==> src/hble_pkg.sv <==
// Package: shared types, constants and helpers for the hexamer bias length engine.
`timescale 1ns / 1ps
`default_nettype none
package hble_pkg;
  localparam int TABLE_ENTRIES_DEF  = 4096;
  localparam int EXPECTED_WIDTH_DEF = 48;
  localparam int CODE_W             = 12;
  localparam int LEN_W              = 48;
  localparam int OBS_TOTAL_W        = 44;
  localparam int IN_DATA_W          = 88;
  localparam int QUEUE_DEPTH        = 4;

  typedef enum logic [1:0] {
    REQ_LOAD  = 2'd0,
    REQ_ACCUM = 2'd1,
    REQ_EVAL  = 2'd2,
    REQ_CLEAR = 2'd3
  } req_t;

  localparam logic [1:0] CFG_STRAND = 2'd0;

  // Classified item handed from the front part to the back part.
  typedef struct packed {
    req_t              req;
    logic [CODE_W-1:0] code;
    logic [31:0]       value;
    logic              active;
    logic              last;
  } cmd_t;

  typedef enum logic [3:0] {
    ST_IDLE,
    ST_CLEAR,
    ST_READ,
    ST_WAIT,
    ST_APPLY,
    ST_DIV,
    ST_SUM,
    ST_MUL,
    ST_FDIV,
    ST_OUT
  } st_t;

  // 2-bit nucleotide value in bits [1:0]; invalid characters report ok (bit 2) = 0.
  function automatic logic [2:0] base_value(input logic [7:0] ch);
    logic [7:0] u;
    u = ch & 8'hDF;
    case (u)
      8'h41:   base_value = 3'b100;
      8'h43:   base_value = 3'b101;
      8'h47:   base_value = 3'b110;
      8'h54:   base_value = 3'b111;
      default: base_value = 3'b000;
    endcase
  endfunction
endpackage
`default_nettype wire

==> src/hble_front.sv <==
// Front part: rolls the hexamer code and classifies items into commands.
`timescale 1ns / 1ps
`default_nettype none
module hble_front (
  input  wire                    clk,
  input  wire                    rst_n,
  input  wire                    in_valid,
  output logic                   in_ready,
  input  wire [1:0]              req_type,
  input  wire [11:0]             table_index,
  input  wire [31:0]             observed_count,
  input  wire [7:0]              base,
  input  wire                    reverse,
  input  wire                    restart,
  input  wire                    counted,
  input  wire [31:0]             weight,
  input  wire                    last,
  output hble_pkg::cmd_t         cmd,
  output logic                   cmd_valid,
  input  wire                    cmd_full
);
  import hble_pkg::*;
  logic [CODE_W-1:0] code_r, code_nxt;
  logic [2:0]        fill_r, fill_nxt;
  logic [2:0]        bv;
  logic [1:0]        v;
  logic [CODE_W-1:0] c0;
  logic [2:0]        f0;

  assign in_ready  = !cmd_full;
  assign cmd_valid = in_valid && in_ready;

  always_comb begin
    bv       = base_value(base);
    c0       = restart ? '0 : code_r;
    f0       = restart ? '0 : fill_r;
    code_nxt = code_r;
    fill_nxt = fill_r;
    if (!reverse) begin
      v        = bv[2] ? bv[1:0] : 2'd0;
      code_nxt = {c0[9:0], v};
    end else begin
      v        = bv[2] ? ~bv[1:0] : 2'd0;
      code_nxt = {v, c0[11:2]};
    end
    fill_nxt = (f0 < 3'd6) ? f0 + 3'd1 : f0;
    cmd.req    = req_t'(req_type);
    cmd.code   = (req_type == REQ_LOAD) ? table_index : code_nxt;
    cmd.value  = (req_type == REQ_LOAD) ? observed_count : weight;
    cmd.active = counted && (fill_nxt == 3'd6);
    cmd.last   = last;
    if (req_type == REQ_EVAL) cmd.last = last;
    // restart flag of an evaluate pass rides in value bit 0
    if (req_type == REQ_EVAL) cmd.value = {31'd0, restart};
  end

  always_ff @(posedge clk) begin
    if (!rst_n) begin
      code_r <= '0;
      fill_r <= '0;
    end else if (cmd_valid &&
                 (req_type == REQ_ACCUM || req_type == REQ_EVAL)) begin
      code_r <= code_nxt;
      fill_r <= fill_nxt;
    end
  end
endmodule
`default_nettype wire

==> config.mk <==
export PLATFORM = sky130hd
export DESIGN_NAME = hble_front
export DESIGN_NICKNAME = d
export VERILOG_FILES = /design/src/hble_pkg.sv /design/src/hble_front.sv
export SDC_FILE = /design/constraint.sdc
export NUM_CORES = 1
export LEC_CHECK = 0
export BUFFER_PORTS_ARGS = -buffer_cell sky130_fd_sc_hd__clkbuf_2
export CORE_ASPECT_RATIO = 1.2
export CORE_UTILIZATION = 41
export DETAILED_ROUTE_END_ITERATION = 8
export PLACE_DENSITY = 0.9
export SLEW_MARGIN = 25
export SYNTH_ARGS = -nofsm -noshare
export SYNTH_HDL_FRONTEND = slang
export SYNTH_SLANG_ARGS = --single-unit
==> constraint.sdc <==
create_clock -name clk -period 3.2 [get_ports clk]
set_clock_uncertainty 0.2 [all_clocks]
set_input_delay 0.32 -clock clk [delete_from_list [all_inputs] [get_ports clk]]
set_output_delay 0.32 -clock clk [all_outputs]
set_load 0.01 [all_outputs]
### Word level (Yosys, flattened, before mapping)

Index checks and enable logic that the tools add are counted.

| storage, ports and cells | value |
|---|---|
| register bits after elaboration | 15 |
| latch bits | 0 |
| RAM bits | 0 |
| bits in read-only memories | 0 |
| bits of input ports | 94 |
| output and inout port bits | 50 |
| logic and storage cells | 28 |
| memories kept | 0 |

| cells by class | value |
|---|---|
| add/sub/neg operators | 1 |
| multiply operators | 0 |
| divide/modulo/power cells | 0 |
| $lt $le $gt $ge | 1 |
| equal/unequal tests | 7 |
| shift-type cells | 0 |
| muxes and demuxes | 10 |
| bitwise gates (word level) | 1 |
| reductions and logical operators | 6 |

Operators with widths:

| kind | number |
|---|---|
| 32-bit 2-to-1 mux | 2 |
| 12-bit 2-to-1 mux | 3 |
| 7-bit by 6-bit == test with 1-bit output, second input constant | 4 |
| 3-bit case mux with 4 select lines | 1 |
| 3-bit 2-to-1 mux | 2 |
| 2-bit 2-to-1 mux | 2 |
| 3-bit by 1-bit adder with 3-bit output, second input constant | 1 |
| 3-bit == test, second input constant | 1 |
| 1-bit logical AND | 3 |
| 3-bit < comparator, second input constant | 1 |
| 2-bit by 1-bit == test with 1-bit output, second input constant | 1 |
| 2-bit == test, second input constant | 1 |
| 2-bit logical NOT | 1 |
| 2-bit NOT | 1 |
| 1-bit logical NOT | 1 |
| 1-bit logical OR | 1 |

### Depth between registers and ports, before layout

| depth | value |
|---|---|
| depth in word-level cells | 6 |
| mapped depth | 7 |
| gate-level depth less buffers | 5 |

### Worst setup path before layout

OpenSTA, ideal clock, no wires.

| path | value |
|---|---|
| path type | in2out |
| start point | in restart |
| end point | out cmd[1] (netlist bit) |
| arrival time | 1944 ps |
| data required time | 2680 ps |
| path slack | 736 ps |
| stages | 7 |
| path buffers | 2 |
| cell sequence | clkbuf_1 -> buf_2 -> nor2b_1 -> ha_1 -> nor2b_1 -> o21ai_0 -> a2111oi_0 |

RTL lines:

| what | RTL line | source |
|---|---|---|
| from (decl) | hble_front.sv:14 | `input wire restart,` |
| to (decl) | hble_front.sv:18 | `output hble_pkg::cmd_t cmd,` |

==> results.yml <==
grt:
  gr-total-overflow: 0
  grt_max_degree: 31
  grt_pass1_wl_mm: 8.01
  antenna_found_initial: 0
  top_usage_layer: "met2"
  grt_use_met1_pct: 30.2
  grt_use_met3_pct: 6.48
  grt_pass1_vias: 1834
  gr-usage-met2_pct: 42.6
  grt_usage_pct: 25.2
sta:
  final-hold-violation-count: 0
  final.setup.tns_ps: 0
  finalCritPeriodShare_pct: 76.1
  tightest_slew_ps: 821
  rsz0062_at_grt: "false"
  max-slew-margin-rel_pct: 45.2
  min_period_ps: 2430
  drv_slew: 0
  setup_violations: 0
  setup_slack_ps: 766
  fmax_ghz: 0.411
logic_synthesis:
  synth_top_area_cell: "mux2i_1"
  synth_fp_nets: 310
  synth-adder-area-share_pct: 2.34
  synth_mux_area_share_pct: 25.0
  netlist-cell-type-count: 33
  netlist_area_sq_mm: 0.00160
  synth-simple-area-share_pct: 27.1
  synth_area_per_cell_sq_um: 7.52
  synth.area.top_cells: "mux2i_1, dfxtp_1, nor2_1"
  yosysSeqAreaShare_pct: 18.7
  ys_seq_elements: 15
  synth_top_cell_area_share_pct: 25.0
  syn_inst: 213
  synth_top_family_by_area: "simple AND/OR/NAND/NOR gates"
  synth_xor_area_share_pct: 1.09
  yosysWarnings: 0
  synth_compound_area_share_pct: 16.9
routing:
  routed_wl_mm: 5.28
  vias_per_cell: 5.21
  route.detailed.drc: 0
  drtIter0Drc: 164
  wl_per_cell_microns: 13.5
  num_vias: 2038
  drtAntennaViolNets: 0
  first_pass_iters: 5
clock_network:
  htreeDepth: 1
  post_cts_resized: 0
  path_clk_slew_ps: 60
  tritoncts: "yes"
  postCtsSetupRepairBufs: 0
  cts_buffers: 3
  clk_path_buf_depth: 2
  cts_sinks: 15
  clk_latency_ps: 250
  root_buffer: "clkbuf_8"
  cts.hold.buffers_added: 0
critical_path:
  cp-start-kind: "input pin"
  reg2reg_slack_ps: 1490
  crit_fanout: 25
  reg2reg_to: "fill_r[2]$_SDFFE_PN0P_"
  cp-endpoint: "cmd[1]"
  worstSetupEndpointType: "primary output"
  r2r_cells: 5
  arrival_ps: 1910
  path_class: "input pin to primary output"
  worstPathRequired_ps: 2680
  r2r_start: "fill_r[0]$_SDFFE_PN0P_"
  crit_start: "restart"
layout:
  final_cell_area_sq_mm: 0.00232
  drive_above_1_share_pct: 43.7
  area_delta_synth_final_pct: 45.0
  fin_nets: 437
  final_cells: 391
  diodes: 0
hold_path:
  hold_path.class: "input pin to flip-flop"
outcome:
  status: "complete, no violations"
placed_design:
  portBuffers: 140
  placed_cell_area_sq_mm: 0.00228
  place_hpwl_mm: 4.35
  place.gp.congestion: 0.848
  numPlacedInstances: 387
  dp_slack_ps: 734
power_and_ir_drop:
  powerDensity_mw_per_mm2: 253
  ir_worst_vdd_mv: 0.127
  p_leak_nw: 1.20
floorplan:
  die_x_microns: 59.1
  io_pins: 144
  die-area_sq_mm: 0.00416
  num_rows: 24
  start_util_pct: 43.4
  dieHeight_microns: 70.5
  core-area_sq_mm: 0.00369
job:
  cap_viol_max_count: 0
==> worst min-delay path by stage <==
stage | from | end | slack [ps] | depth (start not counted)
floorplan | code_r[5]$_SDFFE_PN0P_ | code_r[5]$_SDFFE_PN0P_ | 250 | 2
global placement | code_r[7]$_SDFFE_PN0P_ | code_r[7]$_SDFFE_PN0P_ | 260 | 2
detailed placement | code_r[2]$_SDFFE_PN0P_ | code_r[2]$_SDFFE_PN0P_ | 280 | 2
CTS | base[2] | code_r[1]$_SDFFE_PN0P_ | 250 | 3
global route | base[2] | code_r[1]$_SDFFE_PN0P_ | 260 | 3
finish | base[2] | code_r[1]$_SDFFE_PN0P_ | 250 | 3
==> flip-flops by register name (all words and copies together) (netlist names) <==
register  cells
fill_r        3
code_r       12
==> cell usage after synthesis <==
library cell,instances
a2111oi_0,1
a21boi_0,4
a21boi_1,5
a21oi_1,4
a2bb2oi_1,1
a31oi_1,7
and3b_1,3
and4bb_2,1
buf_12,1
buf_2,7
buf_4,3
buf_6,1
clkbuf_1,8
dfxtp_1,15
ha_1,3
inv_1,6
mux2i_1,40
nand2_1,20
nand3_1,4
nand3b_1,3
nor2_1,35
nor2b_1,7
nor3b_1,1
nor4b_2,1
nor4bb_1,3
o211a_1,1
o211ai_1,1
o21ai_0,8
o21ai_1,1
o31ai_1,8
or3_1,8
xnor2_1,1
xor2_1,1
==> critical path, cell delays in order <==
cell,delay (ps)
clkbuf_2,370
nor2b_1,140
ha_1,340
nor2b_1,120
o21ai_0,70
a2111oi_0,360
clkbuf_2,200
==> power breakdown <==
| part | switching (mW) | internal (mW) | total (mW) |
|---|---|---|---|
| sequential | 0.00246 | 0.191 | 0.193 |
| clock | 0.0673 | 0.0883 | 0.156 |
| combinational | 0.124 | 0.116 | 0.240 |
| total | 0.194 | 0.395 | 0.589 |
==> per-layer routing <==
layer,up-vias,share of wire (%)
li1,1005,-
met1,908,39
met2,112,48
met3,13,11
met4,0,2.0
met5,-,0
==> cell usage in the layout, fill, tap and decap left out, types with 3 or more instances in the layout <==
master,instances
clkbuf_2,140
mux2i_1,40
nor2_1,35
nand2_1,20
dfxtp_1,15
o21ai_0,8
o31ai_1,8
or3_1,8
nor2b_1,7
a31oi_1,7
inv_1,6
a21boi_1,5
nand3_1,4
a21oi_1,4
a21boi_0,4
and3b_1,3
nor4bb_1,3
nand3b_1,3
clkbuf_8,3
==> kinds of logic (layout without fill, tap and decap cells) <==
kind of cell / count (synthesis) / after routing
compound gates: 41 / 41
simple gates: 86 / 86
flops: 15 / 15
fa+ha+maj: 3 / 3
xor+xnor: 2 / 2
mux: 40 / 40
buf+inv: 26 / 152
==> per-stage QoR <==
step,power (mW),hold slack (ps),util [%]
finish,0.589,254,62.9
global route,0.622,261,62.9
CTS,0.591,254,62.9
detailed placement,0.437,278,61.7
global placement,0.433,257,61.7
floorplan,0.326,247,-
==> cell type report <==
class	instances	area, sq um
multi-input combinational	172	1160
clock buffer	4	45.0
tap	52	65.1
fill	340	1370
sequential	15	300
inverter	6	22.5
timing repair buffer	142	728
(Power assumes the default switching activity.)
