### src/hble_pkg.sv
// Package: shared types, constants and helpers for the hexamer bias length engine.
`timescale 1ns / 1ps
`default_nettype none
package hble_pkg;
  localparam int TABLE_ENTRIES_DEF  = 4096;
  localparam int EXPECTED_WIDTH_DEF = 48;
  localparam int CODE_W             = 12;
  localparam int LEN_W              = 48;
  localparam int OBS_TOTAL_W        = 44;
  localparam int IN_DATA_W          = 88;
  localparam int QUEUE_DEPTH        = 4;

  typedef enum logic [1:0] {
    REQ_LOAD  = 2'd0,
    REQ_ACCUM = 2'd1,
    REQ_EVAL  = 2'd2,
    REQ_CLEAR = 2'd3
  } req_t;

  localparam logic [1:0] CFG_STRAND = 2'd0;

  // Classified item handed from the front part to the back part.
  typedef struct packed {
    req_t              req;
    logic [CODE_W-1:0] code;
    logic [31:0]       value;
    logic              active;
    logic              last;
  } cmd_t;

  typedef enum logic [3:0] {
    ST_IDLE,
    ST_CLEAR,
    ST_READ,
    ST_WAIT,
    ST_APPLY,
    ST_DIV,
    ST_SUM,
    ST_MUL,
    ST_FDIV,
    ST_OUT
  } st_t;

  // 2-bit nucleotide value in bits [1:0]; invalid characters report ok (bit 2) = 0.
  function automatic logic [2:0] base_value(input logic [7:0] ch);
    logic [7:0] u;
    u = ch & 8'hDF;
    case (u)
      8'h41:   base_value = 3'b100;
      8'h43:   base_value = 3'b101;
      8'h47:   base_value = 3'b110;
      8'h54:   base_value = 3'b111;
      default: base_value = 3'b000;
    endcase
  endfunction
endpackage
`default_nettype wire

### src/hble_queue.sv
// Short command queue between front and back parts.
`timescale 1ns / 1ps
`default_nettype none
module hble_queue #(
  parameter int DEPTH = hble_pkg::QUEUE_DEPTH
) (
  input  wire             clk,
  input  wire             rst_n,
  input  wire             wr_en,
  input  hble_pkg::cmd_t  wr_data,
  output logic            full,
  output logic            empty,
  input  wire             rd_en,
  output hble_pkg::cmd_t  rd_data
);
  import hble_pkg::*;
  localparam int AW = $clog2(DEPTH);
  cmd_t           mem_r [DEPTH];
  logic [AW-1:0]  wp_r, rp_r;
  logic [AW:0]    cnt_r;

  assign full    = (cnt_r == (AW+1)'(DEPTH));
  assign empty   = (cnt_r == '0);
  assign rd_data = mem_r[rp_r];

  always_ff @(posedge clk) begin
    if (wr_en) mem_r[wp_r] <= wr_data;
  end

  always_ff @(posedge clk) begin
    if (!rst_n) begin
      wp_r  <= '0;
      rp_r  <= '0;
      cnt_r <= '0;
    end else begin
      if (wr_en) wp_r <= wp_r + 1'b1;
      if (rd_en) rp_r <= rp_r + 1'b1;
      cnt_r <= cnt_r + (AW+1)'(wr_en) - (AW+1)'(rd_en);
    end
  end
endmodule
`default_nettype wire

### config.mk
export PLATFORM = sky130hd
export DESIGN_NAME = hble_queue
export DESIGN_NICKNAME = d
export VERILOG_FILES = /design/src/hble_pkg.sv /design/src/hble_queue.sv
export SDC_FILE = /design/constraint.sdc
export NUM_CORES = 1
export LEC_CHECK = 0
export BUFFER_PORTS_ARGS = -buffer_cell sky130_fd_sc_hd__buf_2
export CORE_MARGIN = 2
export CORE_UTILIZATION = 61
export DETAILED_ROUTE_END_ITERATION = 6
export PLACE_DENSITY = 0.89
export REMOVE_ABC_BUFFERS = 1
export SYNTH_ARGS = -nofsm -noshare
export SYNTH_HDL_FRONTEND = slang
export SYNTH_SLANG_ARGS = --single-unit
export TNS_END_PERCENT = 1
### constraint.sdc
create_clock -name clk -period 6.25 [get_ports clk]
set_clock_uncertainty 0.15 [all_clocks]
set_input_delay 0 -clock clk [delete_from_list [all_inputs] [get_ports clk]]
set_output_delay 0 -clock clk [all_outputs]
set_load 0.1 [all_outputs]
After elaboration in Yosys (flattened, before gate mapping)
Memory sizes are Yosys's and may differ from the RTL's. A register that Yosys moved wholly into a read port is not among the register bits. Index checks and enable logic that the tools add are counted.

Register bits: 7. Memory bits (writable): 192. Input port bits: 52. Output and inout port bits: 50. Logic and storage cells: 14. Memories kept: 1.

Memory list: mem_r (depth 4, bits a word 48, rd ports 1, clocked after Yosys merged registers in 1, wr ports 1, line hble_queue.sv:18) `cmd_t mem_r [DEPTH];`.

Add/subtract/negate cells: 4. Equal/unequal tests: 1. Mux-type cells: 4. Reductions and logical operators: 1.

Operators by type and width (number): 2-bit by 1-bit adder with 2-bit output (second input constant) (2); 2-bit 2-to-1 mux (2); 3-bit by 1-bit adder with 3-bit output (1); 3-bit == test (second input constant) (1); 3-bit logical NOT (1); 3-bit by 1-bit subtractor with 3-bit output (1); 1-bit 2-to-1 mux (2).

Logic depth before layout (Yosys ltp)
Gate-level depths: netlist (run 1).

Depth after elaboration: 3. Depth in mapped cells: 7. Gate-level depth less buffers: 7.

Least setup slack after synthesis (run 1)
OpenSTA, ideal clock, no wires.

Kind: reg-to-output. Start: register cnt_r[1]. End: output port empty. Data arrival time: 2.392 ns. Required time: 6.100 ns. Setup slack: 3.708 ns. Stages on the path, launching flop included: 2. Path buffers: 0. Cell sequence: dfxtp_1 nor3_1.

Longest elaborated chain between the ends: 1.

RTL lines: start: declaration (line hble_queue.sv:20) `logic [AW:0] cnt_r;`; start signal: assignment (line hble_queue.sv:38) `cnt_r <= cnt_r + (AW+1)'(wr_en) - (AW+1)'(rd_en);`; 3-bit logical NOT (line hble_queue.sv:23) `assign empty = (cnt_r == '0);`; end: declaration (line hble_queue.sv:12) `output logic empty,`.

Every way passes these cells.

==> results of run 1 <==
## worst paths after layout
path	start	depth (start not counted)	end	slack (ns)
worst min-delay path	wr_data[32]	2	mem_r[1][32]	0.12
worst min register to register	rp_r[1]	2	flip-flop	0.41
worst max register to register	wp_r[0]	4	mem_r[0][26]	4.13
worst max-delay path	flip-flop	2	rd_data[17]	3.64
## critical path, cell delays in order, from the launching register on
cell	delay, ns
dfxtp_4	0.98
mux4_2	0.64
buf_2	0.31
## final cells by class
type / instances / share of cell area (%)
tap: 147 / 2.01
multi-input combinational: 75 / 14.4
timing repair buffer: 158 / 11.6
clock buffer: 26 / 5.95
sequential: 201 / 65.0
inverter: 7 / 0.287
clock inverter: 11 / 0.697
## what timing repair did
item	CTS	global route
hold buffers	52	0
endpoints found under the hold margin	201	0
endpoints found under the setup margin	0	0
## registers in the layout (all words and copies together), names as in the netlist, named ones only
| signal | count |
|---|---|
| mem_r | 192 |
| cnt_r | 3 |
| rp_r | 2 |
| wp_r | 2 |
## stage by stage
stage	power [mW]	hold slack (ns)	utilization, %
floorplan	2.12	-0.0511	-
global placement	2.22	0.0604	67.4
detailed placement	2.24	0.0675	67.4
CTS	3.35	0.102	76.9
global route	3.43	0.116	76.9
finish	3.32	0.117	76.9
## where the power goes
group	leakage (nW)	switching, mW	internal (mW)	total (mW)
logic	1.05	0.485	0.157	0.643
registers	1.84	0.0419	1.55	1.59
clock network	0.300	0.470	0.622	1.09
## placed cells by master, fill, tap and decap left out, drive strengths merged
cell	netlist	layout
and3	1	1
inv	7	9
edfxtp	192	192
clkbuf	2	26
xor3	1	1
buf	8	106
dlygate4sd3	0	52
nor3	1	1
fa	1	1
mux2i	1	1
a21bo	1	1
clkinv	0	8
nand3b	1	1
nor2	5	5
xnor2	2	2
clkinvlp	0	1
ha	6	6
mux4	48	48
a21oi	1	1
and2	6	6
dfxtp	9	9
## kinds of logic after synthesis
logic type	Yosys count	synth area share (%)
flip-flops	201	80.8
multiplexers	49	14.8
buffers and inverters	17	1.33
AND/OR/NAND/NOR	14	1.02
adder cells (fa/ha/maj)	7	1.29
XOR/XNOR	3	0.561
AO/OA/AOI/OAI	2	0.204
## routing by layer
layer | share of wire [%] | global-route usage [%] | routed length [um]
met1 | 40 | 25.8 | 5170
met2 | 51 | 36.6 | 6640
met3 | 6.2 | 4.20 | 797
met4 | 2.3 | 5.61 | 302
met5 | 0 | 0 | 0
==> reports/summary.txt, run 1 <==
Multi-input gate area - 1320 sq um
clk slew on worst S/H paths - 0.06 ns
drt drc - 0
largest net degree at the start of global routing - 49
Register Area - 5950 sq um
CTS sink cnt - 201
GP Congestion - 0.680
Final ANT Viol Nets - 0
Std-Cell Rows - 40
Cell Area, Placed - 8030 sq um
# fillers - 655
fraction of layout cells with a size suffix above 1 - 39.7%
first drt pass iteration count - 4
CTS root buf - clkbuf_16
final setup margin - 3.64 ns
Die W - 114 um
commonest cells in the synthesized netlist - edfxtp_1 (192), mux4_2 (48), dfxtp_1 (9)
startpoint types - flip-flop
htree depth - 1
Req. time, crit path - 6.10 ns
Top Ports - 102
top cells by area, synth - edfxtp_1 (78%), mux4_2 (15%), dfxtp_1 (2.4%), ha_1 (1.0%), and2_1 (0.51%)
Area growth syn-to-layout - 24.4%
first-pass GRT wire length - 19,800 um
post-synth top area share - 78.3%
CP Capture Type - primary output
count of flip-flops with a built-in enable after synthesis - 192
initial core utilization - 61.8%
Syn Inst Count - 293
die area - 13,000 sq um
Finished Layout Cells - 625
Vias/cell - 5.58
final hold vios - 0
Design Area, Final - 9160 sq um
Tmin final - 2.61 ns
max cap viols - 0
grt ovf - 0
Top FF cell, synth - edfxtp_1
pwr/cell area - 363 nW/um^2
largest area contributor in the netlist - edfxtp_1
total wire length - 12,900 um
Synth Area per Inst - 25.1 sq um
Syn Std Cell Area - 7360 sq um
initial DRC count - 286
TritonCTS clock tree - done
status - completed
# diodes - 0
Slew HR - 35.9%
Hold Path Class - in -> reg
pre-CTS WS - 4.09 ns
fin crit share - 41.7%
die span in y - 114 um
WL/cell - 20.7 um
Yosys Warn Count - 0
routed vias - 3,489
Yosys cell types - 20
most frequent cell after synthesis - edfxtp_1
Clock Latency Late Sink - 0.48 ns
Finish-stage setup viols - 0
final net count - 523
PortBufs - 101
vias in the first global route - 3,858
post-CTS resize count - 0
Max Fanout on Critical Path - 48
Clock Tree Buf Depth - 3
CTS Buf Count - 21
initial antenna violation count - 0
Worst-Margin Slew - 0.962 ns
max-slew violation count - 0
CP Class - reg -> out
Yosys reg bits - 201
Post-synth ARST share - 0%
Peak VDD IR - 317 uV
hpwl dp - 7440 um
post-CTS setup buffer count - 0
post-synthesis sequential area ratio - 80.8%
unrepaired setup endpoints after global routing - no
core box area - 11,900 sq um
Setup TNS Final - 0 ns
Static Leakage - 3.19 nW
Max Clock Freq - 383 MHz
worst path arrival time - 2.46 ns
gr usage total - 20.4%
placed instance count - 536
Power figures use the tool's default switching activity.
==> run 2: changes to the inputs <==
CORE_UTILIZATION = 57   (was 61)
PLACE_DENSITY = 0.84   (was 0.89)
clock period = 2.5 ns   (was 6.25 ns; I/O delays follow)
==> run 2 against run 1 <==
Cell area up 3.0%. Hold slack better by 0.0035 ns. Critical path depth up 1. Clock power rose to 2.8 times the previous value. Critical path type unchanged. Critical endpoint is now rd_data[47].
==> reports/summary.txt, run 2 (synthesized netlist as in run 1, its figures left out) <==
fraction of layout cells with a size suffix above 1 - 41.5% (+1.7 points)
die area - 13,800 sq um (+6.8%)
CTS root buf - clkbuf_16
total power - 8.66 mW (+160%)
sequential fraction of design power - 45.5% (-2.3 points)
CTS sink cnt - 201 (unchanged)
WP depth - 3 (+1)
# diodes - 0 (unchanged)
PortBufs - 101 (unchanged)
Largest register FFs - 192 (unchanged)
initial core utilization - 58.3% (-3.5 points)
pwr/cell area - 919 nW/um^2 (+150%)
Worst-Margin Slew - 0.543 ns (-0.419 ns)
Peak VDD IR - 1110 uV (+250%)
CP Class - reg -> out
hpwl dp - 7640 um (+2.8%)
Clock Tree Buf Depth - 3 (unchanged)
Finished Layout Cells - 659 (+5.4%)
routed vias - 3,537 (+1.4%)
Buf/Inv on CP - 2 (+1)
NetSw - 2.48 mW (+150%)
GP Congestion - 0.732 (+7.7%)
Hold Path Class - in -> reg
r2r worst-path depth - 7 (+3)
TritonCTS clock tree - done
final setup margin - 0.257 ns (-3.38 ns)
pre-CTS WS - 0.554 ns (-3.53 ns)
initial antenna violation count - 0 (unchanged)
commonest non-fill, non-tap cells in the layout - edfxtp_1 (192), buf_2 (101), dlygate4sd3_1 (51), mux4_2 (48), clkbuf_16 (21)
clk slew on worst S/H paths - 0.06 ns (about the same)
Slew HR - 63.8% (+28 points)
Finish-stage setup viols - 0 (unchanged)
drt drc - 0 (unchanged)
vias in the first global route - 3,807 (-1.3%)
Worst path max stage delay - 0.55 ns (-0.43 ns)
Hold Path Depth - 2 (unchanged)
HP Start - wr_data[17]
fin crit share - 89.7%
FF-to-FF Start - cnt_r[0]
internal power - 6.18 mW (+170%)
placed instance count - 571 (+6.5%)
Design Area, Final - 9430 sq um (+3.0%)
Area growth syn-to-layout - 28.0%
Req. time, crit path - 2.35 ns (-3.75 ns)
Static Leakage - 3.30 nW (+3.5%)
max cap viols - 0 (unchanged)
WL/cell - 20.3 um (-1.6%)
final net count - 532 (+1.7%)
Reg with most FFs - mem_r
gr usage total - 19.4% (-1.1 points)
Top Ports - 102 (unchanged)
Max Fanout on Critical Path - 12 (-75%)
Clk network pwr share - 34.9% (+2.1 points)
unrepaired setup endpoints after global routing - no
die span in y - 118 um (+3.3%)
largest net degree at the start of global routing - 36 (-27%)
Comb power frac - 19.6% (+0.3 points)
crit-path cells - buf_4 -> mux4_2 -> buf_2
first-pass GRT wire length - 20,500 um (+3.7%)
first drt pass iteration count - 4 (unchanged)
Cell Area, Placed - 8210 sq um (+2.3%)
Slowest cell on crit path - dfxtp_4
startpoint types - flip-flop
Die W - 118 um (+3.3%)
switch share - 28.7% (-1.3 points)
CP top delay family - buffers and inverters
CTS Buf Count - 20 (-4.8%)
worst path arrival time - 2.09 ns (-0.37 ns)
final hold vios - 0 (unchanged)
Std-Cell Rows - 41 (+2.5%)
core box area - 12,600 sq um (+5.9%)
Tmin final - 2.24 ns
max-slew violation count - 0 (unchanged)
total wire length - 13,400 um (+3.8%)
Max Clock Freq - 446 MHz
Final ANT Viol Nets - 0 (unchanged)
biggest regs - mem_r: 192 flops, cnt_r: 3 flops
initial DRC count - 259 (-9.4%)
status - completed
grt ovf - 0 (unchanged)
CP Capture Type - primary output
post-CTS resize count - 0 (unchanged)
commonest non-fill, non-tap cell in the layout - edfxtp_1
Vias/cell - 5.37 (-3.9%)
htree depth - 1 (unchanged)
Clock Latency Late Sink - 0.47 ns (about the same)
==> run 2: cell count changes in the layout (fill, tap and decap cells not counted), sizes merged <==
cell | previous run | this run
buf | 106 | 117
dlygate4sd3 | 52 | 51
clkinv | 8 | 6
bufinv | 0 | 3
inv | 9 | 7
==> run 2: area by class of cell <==
type	count	area [sq um]
Clock buffer	26	554
Clock inverter	10	125
Fill cell	727	3190
Inverter	7	26.3
Multi-Input combinational cell	75	1320
Sequential cell	201	5950
Tap cell	172	215
Timing Repair Buffer	168	1230
==> run 2: power groups by stage <==
stage / Sequential (mW) / Clock [mW] / Combinational (mW)
detailed placement: 4.02 / 0 / 1.61
CTS: 3.95 / 3.07 / 1.68
finish: 3.94 / 3.02 / 1.70
floorplan: 4.02 / 0 / 1.28
global placement: 4.00 / 0 / 1.59
global route: 3.96 / 3.22 / 1.76
==> run 2: what timing repair did <==
action                                  CTS  global route
buffers inserted                          0             1
endpoints found under the setup margin    0             1
hold buffers                             51             0
hold endpoints to repair                201             0
==> run 2: metrics by stage <==
stage                     hold slack, ns  TNS (ns)  utilization, %
after detailed placement          0.0658         0            65.0
after global placement            0.0597         0            65.0
final                              0.120         0            74.7
after global routing               0.117         0            74.7
after CTS                          0.106         0            74.5
after floorplan                  -0.0511    -32.03               -
==> run 2: worst paths after layout <==
kind                            slack [ns]           end
worst max-delay path                  0.26   rd_data[47]
worst max register to register        0.56      cnt_r[2]
worst min register to register        0.39     flip-flop
worst min-delay path                  0.12  mem_r[3][17]
==> run 2: layer usage <==
layer | vias up | global-route usage [%] | routed length, um
met5 | - | 0 | 0
met4 | 0 | 4.97 | 284
met3 | 26 | 3.78 | 858
met2 | 134 | 33.2 | 6910
met1 | 1780 | 26.0 | 5340
li1 | 1597 | - | -
